`src/rtl/char_lcd_text_writer_defines.svh`:
```
// Assertion macros used by the nibble sender of the character display writer RTL.
`ifndef CHAR_LCD_TEXT_WRITER_DEFINES_SVH
`define CHAR_LCD_TEXT_WRITER_DEFINES_SVH
`ifndef SYNTH
// Condition holds at every clock edge out of reset.
`define CLW_ASSERT(lbl, expr) \
	lbl: assert property (@(posedge clk) disable iff (!arst_n) (expr)) \
		else $error("clw check failed");
// Antecedent implies consequent in the same cycle.
`define CLW_ASSERT_IMPL(lbl, ante, cons) \
	lbl: assert property (@(posedge clk) disable iff (!arst_n) (ante) |-> (cons)) \
		else $error("clw implication failed");
// Antecedent implies consequent in the next cycle.
`define CLW_ASSERT_NEXT(lbl, ante, cons) \
	lbl: assert property (@(posedge clk) disable iff (!arst_n) (ante) |=> (cons)) \
		else $error("clw next-cycle check failed");
`else
`define CLW_ASSERT(lbl, expr)
`define CLW_ASSERT_IMPL(lbl, ante, cons)
`define CLW_ASSERT_NEXT(lbl, ante, cons)
`endif
`endif

```
`src/rtl/clw_pkg.sv`:
```
// Types, command codes and helper functions for the character display writer.
`default_nettype none
package clw_pkg;

	// Operation codes carried in the func field.
	typedef enum logic [2:0] {
		FUNC_CHAR      = 3'd0,
		FUNC_CURSOR    = 3'd1,
		FUNC_RAW_CMD   = 3'd2,
		FUNC_RAW_DATA  = 3'd3,
		FUNC_DISP_CTRL = 3'd4,
		FUNC_INIT      = 3'd5
	} clw_func_t;

	// Configuration register indexes.
	localparam logic [1:0] CFG_ROW_COUNT    = 2'd0;
	localparam logic [1:0] CFG_COLUMN_COUNT = 2'd1;
	localparam logic [1:0] CFG_WRAP_ENABLE  = 2'd2;

	// Standard controller command codes.
	localparam logic [7:0] CMD_CLEAR      = 8'h01;
	localparam logic [7:0] CMD_ENTRY_MODE = 8'h06;
	localparam logic [7:0] CMD_DISP_CTRL  = 8'h08;
	localparam logic [7:0] CMD_FUNC_SET   = 8'h20;
	localparam logic [7:0] FUNC_SET_2LINE = 8'h08;
	localparam logic [7:0] CMD_SET_DDRAM  = 8'h80;

	// Init wake-up nibbles and display bits after init (display on).
	localparam logic [3:0] INIT_WAKE      = 4'h3;
	localparam logic [3:0] INIT_4BIT      = 4'h2;
	localparam logic [3:0] INIT_4BIT_STEP = 4'd3;
	localparam logic [3:0] INIT_LAST_STEP = 4'd11;
	localparam logic [2:0] INIT_DISP_BITS = 3'b100;

	// Special characters.
	localparam logic [7:0] CHAR_NEWLINE = 8'h0A;
	localparam logic [7:0] CHAR_RETURN  = 8'h0D;

	// Register select values.
	localparam logic RS_CMD  = 1'b0;
	localparam logic RS_DATA = 1'b1;

	// DDRAM start address of each row.
	localparam logic [6:0] ROW_BASE [4] = '{7'h00, 7'h40, 7'h14, 7'h54};

	// One queued job: an optional cursor command ahead of a main byte, or init.
	typedef struct packed {
		logic       is_init;
		logic       has_pre;
		logic [7:0] pre_byte;
		logic [7:0] main_byte;
		logic       main_rs;
	} clw_cmd_t;

	// Rows at or past the row count, or past the last offset, fold to row 0.
	function automatic logic [1:0] row_fold(logic [2:0] row, logic [2:0] rows);
		logic [1:0] res;
		if (row >= rows || row[2]) begin
			res = 2'd0;
		end else begin
			res = row[1:0];
		end
		return res;
	endfunction

	// Set-DDRAM-address command for a row and column.
	function automatic logic [7:0] ddram_cmd(logic [1:0] row, logic [7:0] col);
		logic [7:0] sum;
		sum = col + {1'b0, ROW_BASE[row]};
		return CMD_SET_DDRAM | {1'b0, sum[6:0]};
	endfunction

	// Nibble sent at each step of the init sequence.
	function automatic logic [3:0] init_nibble(logic [3:0] step, logic [7:0] fset);
		logic [7:0] b;
		case (step[3:1])
			3'd2: b = fset;
			3'd3: b = CMD_DISP_CTRL | {5'd0, INIT_DISP_BITS};
			3'd4: b = CMD_CLEAR;
			3'd5: b = CMD_ENTRY_MODE;
			default: b = 8'h00;
		endcase
		if (step[3:2] == 2'd0) begin
			return (step == INIT_4BIT_STEP) ? INIT_4BIT : INIT_WAKE;
		end
		return step[0] ? b[3:0] : b[7:4];
	endfunction

endpackage
`default_nettype wire

```
`src/rtl/clw_if.sv`:
```
// Channel interfaces: operation items in, display nibbles out.
`default_nettype none

interface clw_item_if;
	logic       valid;
	logic       ready;
	logic [2:0] func;
	logic [7:0] byte_value;
	logic [2:0] target_row;
	logic [5:0] target_col;
	logic [2:0] ctrl_mask;
	logic       ctrl_set;

	modport source (output valid, func, byte_value, target_row, target_col,
		ctrl_mask, ctrl_set, input ready);
	modport sink (input valid, func, byte_value, target_row, target_col,
		ctrl_mask, ctrl_set, output ready);
endinterface

interface clw_nib_if;
	logic       valid;
	logic       ready;
	logic [3:0] nibble;
	logic       reg_select;
	logic       last;

	modport source (output valid, nibble, reg_select, last, input ready);
	modport sink (input valid, nibble, reg_select, last, output ready);
endinterface

`default_nettype wire

```
`src/rtl/char_lcd_text_writer.sv`:
```
// Top level of the character display writer, 4-bit nibble output.
//
//   channel  dir  payload                                           beat
//   item     in   func, byte_value, target_row, target_col, mask    one operation
//   lcd      out  nibble, reg_select, last                          one enable pulse
//   cfg      in   cfg_wen, cfg_idx, cfg_data                        register write
//
// The nibble sender emits one beat per cycle while lcd is ready; a character takes two
// nibbles, four when auto-wrap adds a cursor command, and init takes twelve, all set by the sender.
// The front end takes an item per cycle while the job queue has room.
// arst_n clears cursor, control bits, queue and output; registers go to defaults.
// A stalled lcd output holds its beat; new items still fill the queue meanwhile.
`default_nettype none
module char_lcd_text_writer import clw_pkg::*; #(
	parameter int QUEUE_DEPTH = 2
) (
	input  wire logic       clk,
	input  wire logic       arst_n,
	input  wire logic       cfg_wen,
	input  wire logic [1:0] cfg_idx,
	input  wire logic [5:0] cfg_data,
	clw_item_if.sink        item,
	clw_nib_if.source       lcd
);

	logic     push;
	logic     push_ready;
	clw_cmd_t push_cmd;
	logic     head_valid;
	logic     pop;
	clw_cmd_t head_cmd;

	clw_front u_front (
		.clk        (clk),
		.arst_n     (arst_n),
		.cfg_wen    (cfg_wen),
		.cfg_idx    (cfg_idx),
		.cfg_data   (cfg_data),
		.item       (item),
		.push       (push),
		.push_ready (push_ready),
		.push_cmd   (push_cmd)
	);

	clw_queue #(
		.DEPTH (QUEUE_DEPTH)
	) u_queue (
		.clk        (clk),
		.arst_n     (arst_n),
		.push       (push),
		.push_ready (push_ready),
		.push_cmd   (push_cmd),
		.head_valid (head_valid),
		.pop        (pop),
		.head_cmd   (head_cmd)
	);

	clw_back u_back (
		.clk        (clk),
		.arst_n     (arst_n),
		.head_valid (head_valid),
		.head_cmd   (head_cmd),
		.pop        (pop),
		.lcd        (lcd)
	);

endmodule
`default_nettype wire

```
`src/rtl/clw_front.sv`:
```
// Front end: takes operations, tracks cursor and control bits, builds jobs.
`default_nettype none
module clw_front import clw_pkg::*; (
	input  wire logic       clk,
	input  wire logic       arst_n,
	input  wire logic       cfg_wen,
	input  wire logic [1:0] cfg_idx,
	input  wire logic [5:0] cfg_data,
	clw_item_if.sink        item,
	output logic            push,
	input  wire logic       push_ready,
	output clw_cmd_t        push_cmd
);

	logic [2:0] row_count_q;
	logic [5:0] column_count_q;
	logic       wrap_enable_q;
	logic [7:0] cursor_col_q;
	logic [1:0] cursor_row_q;
	logic [2:0] disp_bits_q;

	logic       accept;
	logic       known;
	logic       wrap;
	logic [1:0] wrap_row;
	logic [1:0] row_a;
	logic [7:0] col_a;
	logic [1:0] nl_row;
	logic [1:0] cr_row;
	logic [1:0] tgt_row;
	logic [2:0] ctrl_bits;
	logic [1:0] next_row;
	logic [7:0] next_col;
	logic [2:0] next_bits;
	clw_cmd_t   cmd;

	// Configuration registers.
	always_ff @(posedge clk or negedge arst_n) begin
		if (!arst_n) begin
			row_count_q    <= 3'd2;
			column_count_q <= 6'd16;
			wrap_enable_q  <= 1'b0;
		end else if (cfg_wen) begin
			case (cfg_idx)
				CFG_ROW_COUNT:    row_count_q    <= cfg_data[2:0];
				CFG_COLUMN_COUNT: column_count_q <= cfg_data;
				CFG_WRAP_ENABLE:  wrap_enable_q  <= cfg_data[0];
				default: ;
			endcase
		end
	end

	// Cursor movement candidates for the current item.
	always_comb begin
		wrap      = wrap_enable_q && (cursor_col_q >= {2'b00, column_count_q});
		wrap_row  = row_fold({1'b0, cursor_row_q} + 3'd1, row_count_q);
		row_a     = wrap ? wrap_row : cursor_row_q;
		col_a     = wrap ? 8'd0 : cursor_col_q;
		nl_row    = row_fold({1'b0, row_a} + 3'd1, row_count_q);
		cr_row    = row_fold({1'b0, row_a}, row_count_q);
		tgt_row   = row_fold(item.target_row, row_count_q);
		ctrl_bits = item.ctrl_set ? (disp_bits_q | item.ctrl_mask)
			: (disp_bits_q & ~item.ctrl_mask);
	end

	// Job and next state by operation.
	always_comb begin
		cmd       = '0;
		known     = 1'b1;
		next_row  = cursor_row_q;
		next_col  = cursor_col_q;
		next_bits = disp_bits_q;
		case (clw_func_t'(item.func))
			FUNC_CHAR: begin
				cmd.has_pre  = wrap;
				cmd.pre_byte = ddram_cmd(wrap_row, 8'd0);
				if (item.byte_value == CHAR_NEWLINE) begin
					next_row      = nl_row;
					next_col      = col_a;
					cmd.main_byte = ddram_cmd(nl_row, col_a);
					cmd.main_rs   = RS_CMD;
				end else if (item.byte_value == CHAR_RETURN) begin
					next_row      = cr_row;
					next_col      = 8'd0;
					cmd.main_byte = ddram_cmd(cr_row, 8'd0);
					cmd.main_rs   = RS_CMD;
				end else begin
					next_row      = row_a;
					next_col      = col_a + 8'd1;
					cmd.main_byte = item.byte_value;
					cmd.main_rs   = RS_DATA;
				end
			end
			FUNC_CURSOR: begin
				next_row      = tgt_row;
				next_col      = {2'b00, item.target_col};
				cmd.main_byte = ddram_cmd(tgt_row, {2'b00, item.target_col});
				cmd.main_rs   = RS_CMD;
			end
			FUNC_RAW_CMD: begin
				cmd.main_byte = item.byte_value;
				cmd.main_rs   = RS_CMD;
			end
			FUNC_RAW_DATA: begin
				cmd.main_byte = item.byte_value;
				cmd.main_rs   = RS_DATA;
			end
			FUNC_DISP_CTRL: begin
				next_bits     = ctrl_bits;
				cmd.main_byte = CMD_DISP_CTRL | {5'd0, ctrl_bits};
				cmd.main_rs   = RS_CMD;
			end
			FUNC_INIT: begin
				next_row      = 2'd0;
				next_col      = 8'd0;
				next_bits     = INIT_DISP_BITS;
				cmd.is_init   = 1'b1;
				cmd.main_byte = (row_count_q > 3'd1) ? (CMD_FUNC_SET | FUNC_SET_2LINE)
					: CMD_FUNC_SET;
				cmd.main_rs   = RS_CMD;
			end
			default: known = 1'b0;
		endcase
	end

	assign item.ready = push_ready;
	assign accept     = item.valid && push_ready;
	assign push       = accept && known;
	assign push_cmd   = cmd;

	// Cursor and control state follow each accepted beat.
	always_ff @(posedge clk or negedge arst_n) begin
		if (!arst_n) begin
			cursor_col_q <= 8'd0;
			cursor_row_q <= 2'd0;
			disp_bits_q  <= 3'd0;
		end else if (accept) begin
			cursor_col_q <= next_col;
			cursor_row_q <= next_row;
			disp_bits_q  <= next_bits;
		end
	end

endmodule
`default_nettype wire

```
`src/rtl/clw_queue.sv`:
```
// Small job queue between the front end and the nibble sender.
`default_nettype none
module clw_queue import clw_pkg::*; #(
	parameter int DEPTH = 2
) (
	input  wire logic     clk,
	input  wire logic     arst_n,
	input  wire logic     push,
	output logic          push_ready,
	input  wire clw_cmd_t push_cmd,
	output logic          head_valid,
	input  wire logic     pop,
	output clw_cmd_t      head_cmd
);

	localparam int PW = (DEPTH > 1) ? $clog2(DEPTH) : 1;
	localparam int CW = $clog2(DEPTH + 1);
	localparam logic [PW-1:0] LAST_PTR = PW'(DEPTH - 1);
	localparam logic [CW-1:0] FULL_CNT = CW'(DEPTH);

	clw_cmd_t      mem_q [DEPTH];
	logic [PW-1:0] wr_ptr_q;
	logic [PW-1:0] rd_ptr_q;
	logic [CW-1:0] count_q;

	assign push_ready = (count_q != FULL_CNT);
	assign head_valid = (count_q != '0);
	assign head_cmd   = mem_q[rd_ptr_q];

	// Entry storage.
	always_ff @(posedge clk) begin
		if (push) begin
			mem_q[wr_ptr_q] <= push_cmd;
		end
	end

	// Pointers and fill count.
	always_ff @(posedge clk or negedge arst_n) begin
		if (!arst_n) begin
			wr_ptr_q <= '0;
			rd_ptr_q <= '0;
			count_q  <= '0;
		end else begin
			if (push) begin
				wr_ptr_q <= (wr_ptr_q == LAST_PTR) ? '0 : wr_ptr_q + 1'b1;
			end
			if (pop) begin
				rd_ptr_q <= (rd_ptr_q == LAST_PTR) ? '0 : rd_ptr_q + 1'b1;
			end
			if (push && !pop) begin
				count_q <= count_q + 1'b1;
			end else if (pop && !push) begin
				count_q <= count_q - 1'b1;
			end
		end
	end

endmodule
`default_nettype wire

```
`src/rtl/clw_back.sv`:
```
// Nibble sender: walks each queued job and drives the registered output.
`default_nettype none
`include "char_lcd_text_writer_defines.svh"
module clw_back import clw_pkg::*; (
	input  wire logic     clk,
	input  wire logic     arst_n,
	input  wire logic     head_valid,
	input  wire clw_cmd_t head_cmd,
	output logic          pop,
	clw_nib_if.source     lcd
);

	logic [3:0] step_q;
	logic       vld_q;
	logic [3:0] nib_q;
	logic       rs_q;
	logic       last_q;

	logic       adv;
	logic       use_pre;
	logic [7:0] cur_byte;
	logic [3:0] nib;
	logic       rs;
	logic       last;

	// Nibble for the current step of the head job.
	always_comb begin
		use_pre  = head_cmd.has_pre && !step_q[1];
		cur_byte = use_pre ? head_cmd.pre_byte : head_cmd.main_byte;
		if (head_cmd.is_init) begin
			nib  = init_nibble(step_q, head_cmd.main_byte);
			rs   = RS_CMD;
			last = (step_q == INIT_LAST_STEP);
		end else begin
			nib  = step_q[0] ? cur_byte[3:0] : cur_byte[7:4];
			rs   = use_pre ? RS_CMD : head_cmd.main_rs;
			last = head_cmd.has_pre ? (step_q == 4'd3) : (step_q == 4'd1);
		end
	end

	assign adv = !vld_q || lcd.ready;
	assign pop = adv && head_valid && last;

	// Step counter and output register.
	always_ff @(posedge clk or negedge arst_n) begin
		if (!arst_n) begin
			step_q <= 4'd0;
			vld_q  <= 1'b0;
		end else if (adv) begin
			vld_q <= head_valid;
			if (head_valid) begin
				step_q <= last ? 4'd0 : step_q + 4'd1;
			end
		end
	end

	always_ff @(posedge clk) begin
		if (adv && head_valid) begin
			nib_q  <= nib;
			rs_q   <= rs;
			last_q <= last;
		end
	end

	assign lcd.valid      = vld_q;
	assign lcd.nibble     = nib_q;
	assign lcd.reg_select = rs_q;
	assign lcd.last       = last_q;

	// A job in progress never leaves the queue early.
	`CLW_ASSERT_IMPL(a_mid_job_head, step_q != 4'd0, head_valid)
	// The step counter stays within the longest job.
	`CLW_ASSERT(a_step_range, step_q <= INIT_LAST_STEP)
	// Byte jobs never go past four nibbles.
	`CLW_ASSERT_IMPL(a_byte_job_len, head_valid && !head_cmd.is_init, step_q <= 4'd3)
	// Retiring a job puts its final nibble on the output.
	`CLW_ASSERT_NEXT(a_pop_last, pop, vld_q && last_q)

endmodule
`default_nettype wire
```
`src/flat_wrapper.sv`:
```
// flat-port wrapper written by rule: the top's interface ports become plain ports
module char_lcd_text_writer_flat import clw_pkg::*;
#(
	parameter int QUEUE_DEPTH = 2
)
  (clk, arst_n, cfg_wen, cfg_idx, cfg_data, item_valid, item_func, item_byte_value, item_target_row, item_target_col, item_ctrl_mask, item_ctrl_set, item_ready, lcd_valid, lcd_nibble, lcd_reg_select, lcd_last, lcd_ready);
  clw_item_if item_i ();
  clw_nib_if lcd_i ();
  input  wire logic clk;
  input  wire logic arst_n;
  input  wire logic cfg_wen;
  input  wire logic [1:0] cfg_idx;
  input  wire logic [5:0] cfg_data;
  input wire logic [$bits(item_i.valid)-1:0] item_valid;
  input wire logic [$bits(item_i.func)-1:0] item_func;
  input wire logic [$bits(item_i.byte_value)-1:0] item_byte_value;
  input wire logic [$bits(item_i.target_row)-1:0] item_target_row;
  input wire logic [$bits(item_i.target_col)-1:0] item_target_col;
  input wire logic [$bits(item_i.ctrl_mask)-1:0] item_ctrl_mask;
  input wire logic [$bits(item_i.ctrl_set)-1:0] item_ctrl_set;
  output wire logic [$bits(item_i.ready)-1:0] item_ready;
  output wire logic [$bits(lcd_i.valid)-1:0] lcd_valid;
  output wire logic [$bits(lcd_i.nibble)-1:0] lcd_nibble;
  output wire logic [$bits(lcd_i.reg_select)-1:0] lcd_reg_select;
  output wire logic [$bits(lcd_i.last)-1:0] lcd_last;
  input wire logic [$bits(lcd_i.ready)-1:0] lcd_ready;
  assign item_i.valid = item_valid;
  assign item_i.func = item_func;
  assign item_i.byte_value = item_byte_value;
  assign item_i.target_row = item_target_row;
  assign item_i.target_col = item_target_col;
  assign item_i.ctrl_mask = item_ctrl_mask;
  assign item_i.ctrl_set = item_ctrl_set;
  assign item_ready = item_i.ready;
  assign lcd_valid = lcd_i.valid;
  assign lcd_nibble = lcd_i.nibble;
  assign lcd_reg_select = lcd_i.reg_select;
  assign lcd_last = lcd_i.last;
  assign lcd_i.ready = lcd_ready;
  char_lcd_text_writer #(.QUEUE_DEPTH(QUEUE_DEPTH)) u_core (.clk(clk), .arst_n(arst_n), .cfg_wen(cfg_wen), .cfg_idx(cfg_idx), .cfg_data(cfg_data), .item(item_i), .lcd(lcd_i));
endmodule
```
`config.mk`:
```
export PLATFORM = sky130hd
export DESIGN_NAME = char_lcd_text_writer_flat
export DESIGN_NICKNAME = d
export VERILOG_FILES = /design/src/rtl/clw_pkg.sv /design/src/rtl/clw_if.sv /design/src/rtl/char_lcd_text_writer.sv /design/src/rtl/clw_front.sv /design/src/rtl/clw_queue.sv /design/src/rtl/clw_back.sv /design/src/flat_wrapper.sv
export VERILOG_INCLUDE_DIRS = /design/src /design/src/rtl
export SDC_FILE = /design/constraint.sdc
export NUM_CORES = 1
export LEC_CHECK = 0
export BUFFER_PORTS_ARGS = -buffer_cell sky130_fd_sc_hd__buf_2
export CAP_MARGIN = 20
export CORE_MARGIN = 1.5
export CORE_UTILIZATION = 60
export CTS_CLUSTER_DIAMETER = 60
export DETAILED_ROUTE_END_ITERATION = 16
export PLACE_DENSITY = 0.8
export SYNTH_ARGS = -nofsm -noshare
export SYNTH_HDL_FRONTEND = slang
export SYNTH_HIERARCHICAL = 1
export SYNTH_SLANG_ARGS = --single-unit
export TNS_END_PERCENT = 20
```
`constraint.sdc`:
```
create_clock -name clk -period 5.8 [get_ports clk]
set_input_delay 1.16 -clock clk [delete_from_list [all_inputs] [get_ports clk]]
set_output_delay 1.16 -clock clk [all_outputs]
set_load 0.05 [all_outputs]
```
==> results of run 1 <==
## registers in the layout, summed over array words and instances (netlist names)
name                           cells
u_core/u_front/row_count_q         3
u_core/u_back/lcd.nibble           4
u_core/u_front/cursor_col_q        8
u_core/u_back/lcd.valid            1
u_core/u_queue/mem_q              38
u_core/u_front/wrap_enable_q       1
u_core/u_back/lcd.reg_select       1
u_core/u_queue/wr_ptr_q            1
u_core/u_front/disp_bits_q         3
u_core/u_queue/count_q             2
u_core/u_queue/rd_ptr_q            1
u_core/u_front/cursor_row_q        2
u_core/u_back/step_q               4
u_core/u_back/lcd.last             1
u_core/u_front/column_count_q      6
## layout make-up
cell class                 instances  area, um2
clock buffer                       9        124
clock inverter                     7       82.6
fill                             615       2520
inverter                          25       93.8
multi-input combinational        324       2450
sequential                        76       2120
tap                              102        128
timing repair buffer              47        243
## worst max-delay path: stages, from the launching register on
cell and delay, ns:
dfrtp_1 0.53, ha_1 0.31, nand2_1 0.07, nand2_1 0.04
o21ai_1 0.49, and2_0 0.43, mux2_2 0.44, ha_1 0.21
ha_1 0.29, a211oi_1 0.32, o211ai_1 0.31, nor2_1 0.18
ha_1 0.21, nor2_1 0.05, o21ai_0 0.19, nand2_1 0.09
xnor2_1 0.16, a21oi_1 0.09, o31ai_1 0.29
## metal layers
layer  global-route usage, %  vias up  routed length (um)
li1                        -     1717                   -
met2                    45.9      107                5370
met4                    11.6        0                 312
met3                    5.83       26                 551
met5                       0        -                   0
met1                    30.0     1670                4310
## worst paths after layout
check / start / endpoint / slack [ns] / depth (start not counted)
max in group asynchronous: arst_n / u_core/u_front/row_count_q[2]$_DFFE_PN0P_ / 4.43 / 1
max reg2reg: u_core/u_front/cursor_col_q[5]$_DFFE_PN0P_ / u_core/u_queue/mem_q[1][7]$_DFFE_PP_ / 0.88 / 18
min in group asynchronous: arst_n / u_core/u_back/step_q[1]$_DFFE_PN0P_ / 0.87 / 1
min reg2reg: u_core/u_queue/wr_ptr_q$_DFFE_PN0P_ / u_core/u_queue/wr_ptr_q$_DFFE_PN0P_ / 0.49 / 1
max: u_core/u_front/cursor_col_q[5]$_DFFE_PN0P_ / u_core/u_queue/mem_q[1][7]$_DFFE_PP_ / 0.88 / 18
min: u_core/u_queue/wr_ptr_q$_DFFE_PN0P_ / u_core/u_queue/wr_ptr_q$_DFFE_PN0P_ / 0.49 / 1
## metrics by stage
| stage | cell area (um2) | setup WS, ns | hold slack [ns] | std cells | utilization, % |
|---|---|---|---|---|---|
| global route | 5250 | 0.502 | 0.504 | 590 | 67.6 |
| floorplan | 4850 | 1.66 | 0.455 | 448 | - |
| finish | 5250 | 0.880 | 0.487 | 590 | 67.6 |
| detailed placement | 5030 | 0.968 | 0.472 | 573 | 64.8 |
| CTS | 5240 | 0.958 | 0.488 | 589 | 67.5 |
| global placement | 5030 | 1.27 | 0.470 | 573 | 64.8 |
## cell families after synthesis
logic type      Yosys count  synth area share (%)
compound gates           99                  13.6
xor+xnor                 15                  2.72
fa+ha+maj                27                  6.98
buf+inv                  48                  5.61
flops                    76                  43.9
mux                      42                  11.9
other cells               1                0.0775
simple gates            137                  15.2
## cell usage after synthesis (4+ instances only)
library cell	number	area [um2]
edfxtp_1	44	1320
nand2_1	32	120
dfrtp_1	30	751
nor2_1	29	109
ha_1	27	338
inv_1	25	93.8
a21oi_1	22	110
o21ai_0	21	105
mux2_4	19	285
mux2_2	14	158
nand3_1	11	55.1
nor3_1	11	55.1
and3_1	9	56.3
buf_6	8	90.1
nor2b_1	8	50.1
xor2_1	8	70.1
buf_4	7	52.6
xnor2_1	7	61.3
a31oi_1	6	37.5
mux2i_1	6	60.1
a21o_1	5	37.5
a22oi_1	5	37.5
nand2b_1	5	31.3
o21ai_1	5	25.0
buf_2	4	20.0
clkbuf_1	4	15.0
nor3b_1	4	30.0
o31ai_1	4	30.0
or3_1	4	25.0
## power groups by stage
stage	registers (mW)	logic (mW)	clock network, mW
2_1_floorplan	0.898	0.787	0
4_1_cts	0.870	1.00	0.431
5_1_grt	0.891	1.11	0.453
3_3_place_gp	0.874	0.971	0
3_5_place_dp	0.881	1.00	0
6_report	0.871	1.00	0.423
==> impl_results.md, run 1 <==
* Max_slew headroom at between 40% and 50%
* CP startpoint kind: register
* Vias at 3520
* Synth warn at 6
* Seq/Total Area, Yosys at a little over two fifths
* Switching Share at between 30% and 40%
* P_int at ~1.4 mW
* Endpoint class of the critical path: register
* Antenna violations before repair at 0
* First-pass GRT wire length at approximately 17 mm
* Largest net degree at the start of global routing at 33
* Post-CTS setup repair buffer count at 0
* Vias per inst at just under 6
* Status: finished clean
* Fin crit period at roughly 4.9 ns
* Drt first pass iters at 4
* Core area at ~8000 um2
* Clk Latency, worst-skew pair at about 0.35 ns
* WL/cell at approximately 18 um
* Hold Vio Cnt, Final at 0
* PortBufs at 44
* Nets at ~550
* Fin Setup TNS at 0 ns
* Distinct cells, synth at 70
* WS Path Type: reg -> reg
* CTS Buffer Depth at 2
* Post-DP HPWL at between 7 and 8 mm
* Mapped Cells at roughly 450
* GP Congestion at around 0.93
* H-Tree Depth at 3
* Async SR Flop Fraction at between 40% and 50%
* Clock Sink Count at between 70 and 80
* CTS hold repair buffers at 0
* Post-CTS resize count at 0
* Num ports at 45
* Top FF cell, synth: edfxtp_1
* TritonCTS buffer count at 9
* Fmax at roughly 0.2 GHz
* Setup Skew at around 0.0082 ns
* Starting Density at about 62%
* # rows at 32
* Crit path max fanout at 10
* Die X-Extent at slightly above 90 um
* Root Buffer: clkbuf_8
* Final period utilization at 84.8%
* RSZ-0062 raised after global routing: false
* Pins Over Slew Limit at 0
* Leak Pwr at 2.28 nW
* Mapped Area at a little under 5000 um2
* CTS tree: done
* DRT iter0 DRCs at 197
* NetSw at a little over 900 uW
* Total power at about 2.3 mW
* Slew of the pin with the lowest slew margin at about 0.89 ns
* Clk slew on worst S/H paths at around 0.09 ns
* HP Class: reg -> reg
* Die height at 92.8 um
* Peak VDD IR at 0.174 mV
* Routed wire length at between 10 and 15 mm
* Vias in the first global route at ~3500
* # diodes at 0
* Post-synth EDFFs at between 40 and 50
* Commonest cells after routing, fill and taps aside: buf_2, edfxtp_1, nand2_1, dfrtp_1, nor2_1
* Sequential Power Share at 37.9%
* Post-Syn Area per Cell at ~11 um2
* Max-Cap Viols at 0
* DIE AREA at approximately 8600 um2
* Detail Route Antenna Nets at 0
* Gr ovfl total at 0
* Area Overhead vs Synth at 8.48%
* Critical path data arrival time at about 5 ns
* Flops & latches, synth at between 70 and 80
* Layout cells sized above 1 at about a quarter
* Total GRT Usage at a little over a quarter
* Req. time, crit path at 5.96 ns
* Pwr/cell area at around 440 nW/um2
* Clock group share of total power at between 15 and 20%
* # setup viols final at 0
* DRC Markers at 0
* Comb power frac at between 40 and 50%
(Power assumes the default switching activity.)
==> run 2: changes to the inputs <==
--- a/config.mk
+++ b/config.mk
@@ -6,13 +6,14 @@
 export SDC_FILE = /design/constraint.sdc
 export NUM_CORES = 1
 export LEC_CHECK = 0
+export ABC_AREA = 1
 export BUFFER_PORTS_ARGS = -buffer_cell sky130_fd_sc_hd__buf_2
 export CAP_MARGIN = 20
 export CORE_MARGIN = 1.5
-export CORE_UTILIZATION = 60
+export CORE_UTILIZATION = 61
 export CTS_CLUSTER_DIAMETER = 60
 export DETAILED_ROUTE_END_ITERATION = 16
-export PLACE_DENSITY = 0.8
+export PLACE_DENSITY = 0.82
 export SYNTH_ARGS = -nofsm -noshare
 export SYNTH_HDL_FRONTEND = slang
 export SYNTH_HIERARCHICAL = 1
==> constraint.sdc (replaced) <==
create_clock -name clk -period 4.65 [get_ports clk]
set_input_delay 0.93 -clock clk [delete_from_list [all_inputs] [get_ports clk]]
set_output_delay 0.93 -clock clk [all_outputs]
set_load 0.05 [all_outputs]
==> run 2 against run 1 <==
Global-route usage up 3.3 points. Clock skew is 0.0042 ns higher. Sequential power increased by 24%. Critical path depth rose by 6. Wire length is 11% higher. Sequential share of layout area decreased by 1.4 points. Cell count grew 25%. Clock power rose by 22%. Count of clock-buffer cells in the layout is the same. Worst setup slack worse by 0.23 ns. Area after synthesis up 2.5%. Utilization rose by 2.0 points. Critical path type unchanged. Largest cell class unchanged. Highest routed layer unchanged.
==> impl_results.md, run 2 <==
* CP startpoint kind: register
* Most common cell after layout, fill and taps aside: nand2_1
* Top FF cell, synth: edfxtp_1
* CP Cell Sequence: ha_1 > ha_1 > nand2_1 > nor2_1 > nor2_1 > nand4_1 > nand3_1 > nand2_2 > inv_2 > ha_1 > ha_1 > o21ai_0 > nand2_1 > nand2_1 > nand2_1 > nor2_1 > inv_1 > nor2_2 > ha_1 > nand4_1 > nand3_1 > nand3_1 > nand2_1 > nand2_1
* Top-area cell type share of the netlist area at 26.6% (-0.68 points)
* Peak VDD IR at 0.282 mV (+62%)
* CTS hold repair buffers at 0 (unchanged)
* Max_slew headroom at 37.0% (-3.3 points)
* First-pass GRT wire length at 19.3 mm (+14%)
* Antenna violations before repair at 0 (unchanged)
* P_int at 1.78 mW (+28%)
* Worst hold start: u_core/u_queue/wr_ptr_q$_DFFE_PN0P_
* PortBufs at 44 (unchanged)
* Layout fillers at 607 (-1.3%)
* Commonest cells after routing, fill and taps aside: nand2_1, inv_1, nor2_1, buf_2, edfxtp_1
* HP Class: reg -> reg
* Vias in the first global route at 4142 (+19%)
* Root Buffer: clkbuf_8
* H-Tree Depth at 3 (unchanged)
* Mapped Area at 4960 um2 (+2.5%)
* Sequential Power Share at 33.4% (-4.5 points)
* Total GRT Usage at 29.4% (+3.3 points)
* Post-DP HPWL at 8.98 mm (+12%)
* TritonCTS buffer count at 9 (unchanged)
* Final Non-Filler Cells at 739 (+25%)
* Largest stage delay, worst path at 0.44 ns (-0.09 ns)
* Mapped Cells at 587 (+32%)
* NetSw at 1.46 mW (+59%)
* Vias per inst at 5.51 (-7.7%)
* Leak Pwr at 2.64 nW (+15%)
* # setup viols final at 0 (unchanged)
* DIE AREA at 8680 um2 (+0.82%)
* Num ports at 45 (unchanged)
* Switching Share at 45.1% (+5.3 points)
* CTS tree: done
* Critical path data arrival time at 4.11 ns (-0.97 ns)
* Starting Density at 63.5% (+1.3 points)
* Die height at 93.2 um (+0.41%)
* Worst setup path startpoint: u_core/u_front/cursor_row_q[0]$_DFFE_PN0P_
* Max-Cap Viols at 0 (unchanged)
* Async SR Flop Fraction at 42.1% (unchanged)
* Fin crit period at 4.00 ns (-0.916 ns)
* Detail Route Antenna Nets at 0 (unchanged)
* Synth area leader: edfxtp_1
* Req. time, crit path at 4.75 ns (-1.21 ns)
* Synth top cells by count: nand2_1, inv_1, nor2_1
* Crit path max-delay cell type: dfrtp_1
* Biggest regs: u_core/u_queue/mem_q: 38 flops, u_core/u_front/cursor_col_q: 8 flops, u_core/u_front/column_count_q: 6 flops
* Flop2flop setup slack at 0.65 ns (-0.23 ns)
* Vias at 4070 (+16%)
* Area Overhead vs Synth at 9.46%
* WS Path Type: reg -> reg
* Placed instance count at 723 (+26%)
* # rows at 32 (unchanged)
* DRC Markers at 0 (unchanged)
* Largest net degree at the start of global routing at 33 (unchanged)
* Fin Setup TNS at 0 ns (unchanged)
* Crit Reg-Reg Startpoint: u_core/u_front/cursor_row_q[0]$_DFFE_PN0P_
* GP Congestion at 0.948 (+1.5%)
* Post-CTS setup repair buffer count at 0 (unchanged)
* Flops & latches, synth at 76 (unchanged)
* Post-Syn Area per Cell at 8.45 um2 (-22%)
* Post-synth EDFFs at 44 (unchanged)
* Clock Sink Count at 76 (unchanged)
* Core area at 7810 um2 (+0.52%)
* Routed wire length at 11.8 mm (+11%)
* CP dominant cell by count: nand2_1
* Nets at 696 (+27%)
* Slew of the pin with the lowest slew margin at 0.941 ns (+0.0463 ns)
* Die X-Extent at 93.2 um (+0.41%)
* Final period utilization at 86.1% (+1.3 points)
* Distinct cells, synth at 42 (-40%)
* Ranking of synthesized cells by area: edfxtp_1, dfrtp_1, nand2_1, ha_1, inv_1
* RSZ-0062 raised after global routing: false
* Pins Over Slew Limit at 0 (unchanged)
* Clk slew on worst S/H paths at 0.09 ns (about the same)
* Endpoint class of the critical path: register
* Drt first pass iters at 5 (+1)
* Gr ovfl total at 0 (unchanged)
* Layout cells sized above 1 at 18.2% (-6.0 points)
* Total power at 3.24 mW (+41%)
* Pwr/cell area at 596 nW/um2 (+36%)
* Status: finished clean
* Max FFs per register at 38 (unchanged)
* Comb power frac at 50.6% (+6.9 points)
* Post-CTS resize count at 0 (unchanged)
* Clock group share of total power at 16.0% (-2.4 points)
* WL/cell at 15.9 um (-11%)
* Largest Register: u_core/u_queue/mem_q
* Synth warn at 6 (unchanged)
* Most frequent cell after synthesis: nand2_1
* Hold_ws at 0.504 ns (+0.0172 ns)
* Setup Skew at 0.0125 ns (+0.00425 ns)
* Fmax at 0.250 GHz (+23%)
* Seq/Total Area, Yosys at 42.8% (-1.1 points)
* # diodes at 0 (unchanged)
* Clk Latency, worst-skew pair at 0.36 ns (about the same)
* DRT iter0 DRCs at 261 (+32%)
* Crit path max fanout at 5 (-5)
* CTS Buffer Depth at 2 (unchanged)
* Hold Vio Cnt, Final at 0 (unchanged)
-- run 2: cell count changes in the layout (fill, tap and decap cells not counted), moves of 6 or more --
cell	change
o21ai_0	+9
mux2i_1	-6
nor3_1	-6
xnor2_1	-6
inv_2	+7
nand4_1	+10
inv_1	+62
nor2b_1	-8
nand3_1	+32
nor2_1	+24
and3_1	-9
mux2_2	-14
nand2_1	+105
-- run 2: final timing paths --
check,end,cells past startpoint
setup / recovery,u_core/u_queue/mem_q[1][7]$_DFFE_PP_,24
hold / removal,u_core/u_queue/wr_ptr_q$_DFFE_PN0P_,1
setup reg to reg,u_core/u_queue/mem_q[1][7]$_DFFE_PP_,24
hold reg to reg,u_core/u_queue/wr_ptr_q$_DFFE_PN0P_,1
max in group asynchronous,u_core/u_front/cursor_col_q[3]$_DFFE_PN0P_,1
min in group asynchronous,u_core/u_queue/count_q[1]$_DFFE_PN0P_,1
-- run 2: kinds of logic (layout without fill, tap and decap cells) --
group                    count (synthesis)  in the layout  share of synthesized area, %
AO/OA/AOI/OAI                           76             76                          9.13
XOR/XNOR                                 5              5                         0.883
adder cells (fa/ha/maj)                 27             27                          6.81
buffers and inverters                  111            158                          9.59
flip-flops                              76             76                          42.8
multiplexers                            19             19                          5.75
other                                    1              4                        0.0756
AND/OR/NAND/NOR                        272            272                          24.9
-- run 2: area by class of cell --
class,count,area [um2],share of cell area [%]
multi-input combinational,403,2370,43.7
sequential,76,2120,39.1
inverter,95,364,6.71
timing repair buffer,47,243,4.47
tap,102,128,2.35
clock buffer,9,124,2.28
clock inverter,7,75.1,1.38
-- run 2: worst max-delay path: cells and delay by family, from the launching register on --
| family | cells | cell delay, ns |
|---|---|---|
| DFF | 1 | 0.44 |
| adders and majority gates | 5 | 1.36 |
| AOI/OAI and AO/OA | 1 | 0.09 |
| and+or+nand+nor | 16 | 1.64 |
| buffers and inverters | 2 | 0.20 |
-- run 2: power by group through the flow --
stage,sequential [mW],combinational [mW],clock (mW)
after floorplan,1.16,1.21,0
after global placement,1.08,1.56,0
after detailed placement,1.09,1.60,0
after CTS,1.08,1.62,0.527
after global routing,1.10,1.83,0.552
final,1.08,1.64,0.516
-- run 2: stage by stage --
| stage | area (um2) | worst slack (ns) | util (%) |
|---|---|---|---|
| after detailed placement | 5230 | 0.731 | 67.0 |
| after global routing | 5430 | 0.229 | 69.5 |
| after floorplan | 4970 | 1.17 | - |
| after global placement | 5230 | 0.915 | 67.0 |
| final | 5430 | 0.646 | 69.5 |
| after CTS | 5430 | 0.702 | 69.5 |
-- run 2: routing by layer --
metal	up-vias	track usage (%)	routed length (um)
li1	2021	-	-
met1	1878	32.9	4780
met2	138	53.5	6060
met3	33	4.88	476
met4	0	14.6	449
met5	-	0	0
==> run 3: changes to the inputs <==
--- a/config.mk
+++ b/config.mk
@@ -10,10 +10,10 @@
 export BUFFER_PORTS_ARGS = -buffer_cell sky130_fd_sc_hd__buf_2
 export CAP_MARGIN = 20
 export CORE_MARGIN = 1.5
-export CORE_UTILIZATION = 61
+export CORE_UTILIZATION = 50
 export CTS_CLUSTER_DIAMETER = 60
 export DETAILED_ROUTE_END_ITERATION = 16
-export PLACE_DENSITY = 0.82
+export PLACE_DENSITY = 0.69
 export SYNTH_ARGS = -nofsm -noshare
 export SYNTH_HDL_FRONTEND = slang
 export SYNTH_HIERARCHICAL = 1
==> run 3 against run 2 <==
Worst hold slack lost 0.0095 ns. Critical path depth is the same. Non-clock buffer count unchanged. Register-to-register slack improved by 0.098 ns. Worst setup slack better by 0.098 ns. Wire length decreased by 4.2%. Combinational power shrank 2%. Clock power is 11% lower. Die area rose by 21%. Sequential share of layout area down 0.13 points. Clock skew fell by 0.0044 ns.
==> impl_results.md, run 3 (same netlist as run 2, synthesis figures left out) <==
* WL/cell at 14.6 um (-8.1%)
* Most common cell after layout, fill and taps aside: nand2_1
* Placed instance count at 754 (+4.3%)
* DIE AREA at 10500 um2 (+21%)
* Pins Over Slew Limit at 0 (unchanged)
* Fin Setup TNS at 0 ns (unchanged)
* Layout cells sized above 1 at 18.2% (unchanged)
* Num ports at 45 (unchanged)
* Setup slack after placement at 0.821 ns (+0.0900 ns)
* Die X-Extent at 103 um (+10%)
* H-Tree Depth at 3 (unchanged)
* Largest net degree at the start of global routing at 33 (unchanged)
* Biggest regs: u_core/u_queue/mem_q: 38 flops, u_core/u_front/cursor_col_q: 8 flops, u_core/u_front/column_count_q: 6 flops
* Routed wire length at 11.3 mm (-4.2%)
* # diodes at 0 (unchanged)
* Final Non-Filler Cells at 770 (+4.2%)
* R2R depth at 24 (unchanged)
* Antenna violations before repair at 0 (unchanged)
* # rows at 36 (+13%)
* Clk slew on worst S/H paths at 0.08 ns (about the same)
* Vias in the first global route at 3875 (-6.4%)
* Largest Register: u_core/u_queue/mem_q
* Core area at 9680 um2 (+24%)
* First-pass GRT wire length at 18.4 mm (-4.7%)
* Clk Latency, worst-skew pair at 0.35 ns (about the same)
* Post-CTS setup repair buffer count at 0 (unchanged)
* Setup WS post-layout at 0.745 ns (+0.0984 ns)
* CTS hold repair buffers at 0 (unchanged)
* Max_slew headroom at 45.6% (+8.6 points)
* Critical path data arrival time at 4.01 ns (-0.10 ns)
* Setup Skew at 0.00806 ns (-0.00442 ns)
* Root Buffer: clkbuf_8
* Slew of the pin with the lowest slew margin at 0.812 ns (-0.128 ns)
* Commonest cells after routing, fill and taps aside: nand2_1, inv_1, nor2_1, buf_2, edfxtp_1
* TritonCTS buffer count at 9 (unchanged)
* DRC Markers at 0 (unchanged)
* Clock Sink Count at 76 (unchanged)
* Area Overhead vs Synth at 9.81%
* Gr ovfl total at 0 (unchanged)
* Fmax at 0.256 GHz (+2.5%)
* # setup viols final at 0 (unchanged)
* Flop2flop setup slack at 0.74 ns (+0.10 ns)
* RSZ-0062 raised after global routing: false
* HP Class: reg -> reg
* Max-Cap Viols at 0 (unchanged)
* Post-CTS resize count at 0 (unchanged)
* WS Path Type: reg -> reg
* Vias at 4044 (-0.64%)
* Endpoint class of the critical path: register
* Peak VDD IR at 0.226 mV (-20%)
* Total GRT Usage at 23.2% (-6.1 points)
* Leak Pwr at 2.62 nW (-0.45%)
* PortBufs at 44 (unchanged)
* Drt first pass iters at 5 (unchanged)
* Status: finished clean
* Total power at 3.14 mW (-3.0%)
* CTS Buffer Depth at 2 (unchanged)
* CP startpoint kind: register
* Detail Route Antenna Nets at 0 (unchanged)
* DRT iter0 DRCs at 289 (+11%)
* Vias per inst at 5.25 (-4.6%)
* Fin crit period at 3.91 ns (-0.0984 ns)
* Die height at 103 um (+10%)
* Crit path max fanout at 5 (unchanged)
* Max FFs per register at 38 (unchanged)
* Req. time, crit path at 4.76 ns (about the same)
* Final period utilization at 84.0% (-2.1 points)
* Layout fillers at 899 (+48%)
* Starting Density at 51.2% (-12 points)
* Nets at 696 (unchanged)
* Pwr/cell area at 576 nW/um2 (-3.3%)
* Worst hold path depth at 1 (unchanged)
* GP Congestion at 0.947 (about the same)
* CTS tree: done
* Hold Vio Cnt, Final at 0 (unchanged)
* Post-DP HPWL at 8.73 mm (-2.7%)
-- run 3: metal layers --
layer	share of wire, %	up-vias	global-route usage [%]
met3	5.6	28	4.81
li1	-	2024	-
met2	50	140	41.6
met5	0	-	0
met4	2.8	0	8.85
met1	41	1852	27.3
-- run 3: metrics by stage --
| step | util (%) | hold WS [ns] | instance area (um2) |
|---|---|---|---|
| 2_1_floorplan | - | 0.453 | 4970 |
| 3_3_place_gp | 54.4 | 0.473 | 5270 |
| 3_5_place_dp | 54.4 | 0.478 | 5270 |
| 4_1_cts | 56.2 | 0.498 | 5450 |
| 5_1_grt | 56.2 | 0.519 | 5450 |
| 6_report | 56.2 | 0.495 | 5450 |
-- run 3: final cells by class --
type / count / area (um2) / area share, %
Sequential cell: 76 / 2120 / 39.0
Timing Repair Buffer: 47 / 243 / 4.46
Clock buffer: 11 / 141 / 2.60
Clock inverter: 5 / 36.3 / 0.666
Tap cell: 133 / 166 / 3.06
Inverter: 95 / 364 / 6.69
Multi-Input combinational cell: 403 / 2370 / 43.5
-- run 3: worst paths after layout --
path / start / endpoint
worst min-delay path: u_core/u_queue/count_q[0]$_DFFE_PN0P_ / u_core/u_queue/count_q[0]$_DFFE_PN0P_
worst min register to register: u_core/u_queue/count_q[0]$_DFFE_PN0P_ / u_core/u_queue/count_q[0]$_DFFE_PN0P_
worst max-delay path: u_core/u_front/cursor_row_q[0]$_DFFE_PN0P_ / u_core/u_queue/mem_q[0][7]$_DFFE_PP_
max in group asynchronous: arst_n / u_core/u_front/disp_bits_q[0]$_DFFE_PN0P_
worst max register to register: u_core/u_front/cursor_row_q[0]$_DFFE_PN0P_ / u_core/u_queue/mem_q[0][7]$_DFFE_PP_
min in group asynchronous: arst_n / u_core/u_back/step_q[2]$_DFFE_PN0P_
-- run 3: report_power, final --
group	switching, mW	internal, mW	total, mW	leakage, nW
combinational	1.01	0.588	1.60	1.74
sequential	0.143	0.936	1.08	0.801
clock	0.248	0.209	0.457	0.0820
total	1.40	1.73	3.14	2.62
-- run 3: worst max-delay path, stage by stage (launching register included) --
cell     delay [ns]
dfrtp_1        0.44
ha_1           0.33
ha_1           0.29
nand2_1        0.07
nor2_1         0.03
nor2_1         0.11
nand4_1        0.14
nand3_1        0.13
nand2_2        0.08
inv_2          0.08
ha_1           0.24
ha_1           0.28
o21ai_0        0.07
nand2_1        0.06
nand2_1        0.06
nand2_1        0.06
nor2_1         0.21
inv_1          0.10
nor2_2         0.17
ha_1           0.21
nand4_1        0.14
nand3_1        0.13
nand3_1        0.08
nand2_1        0.08
nand2_1        0.06
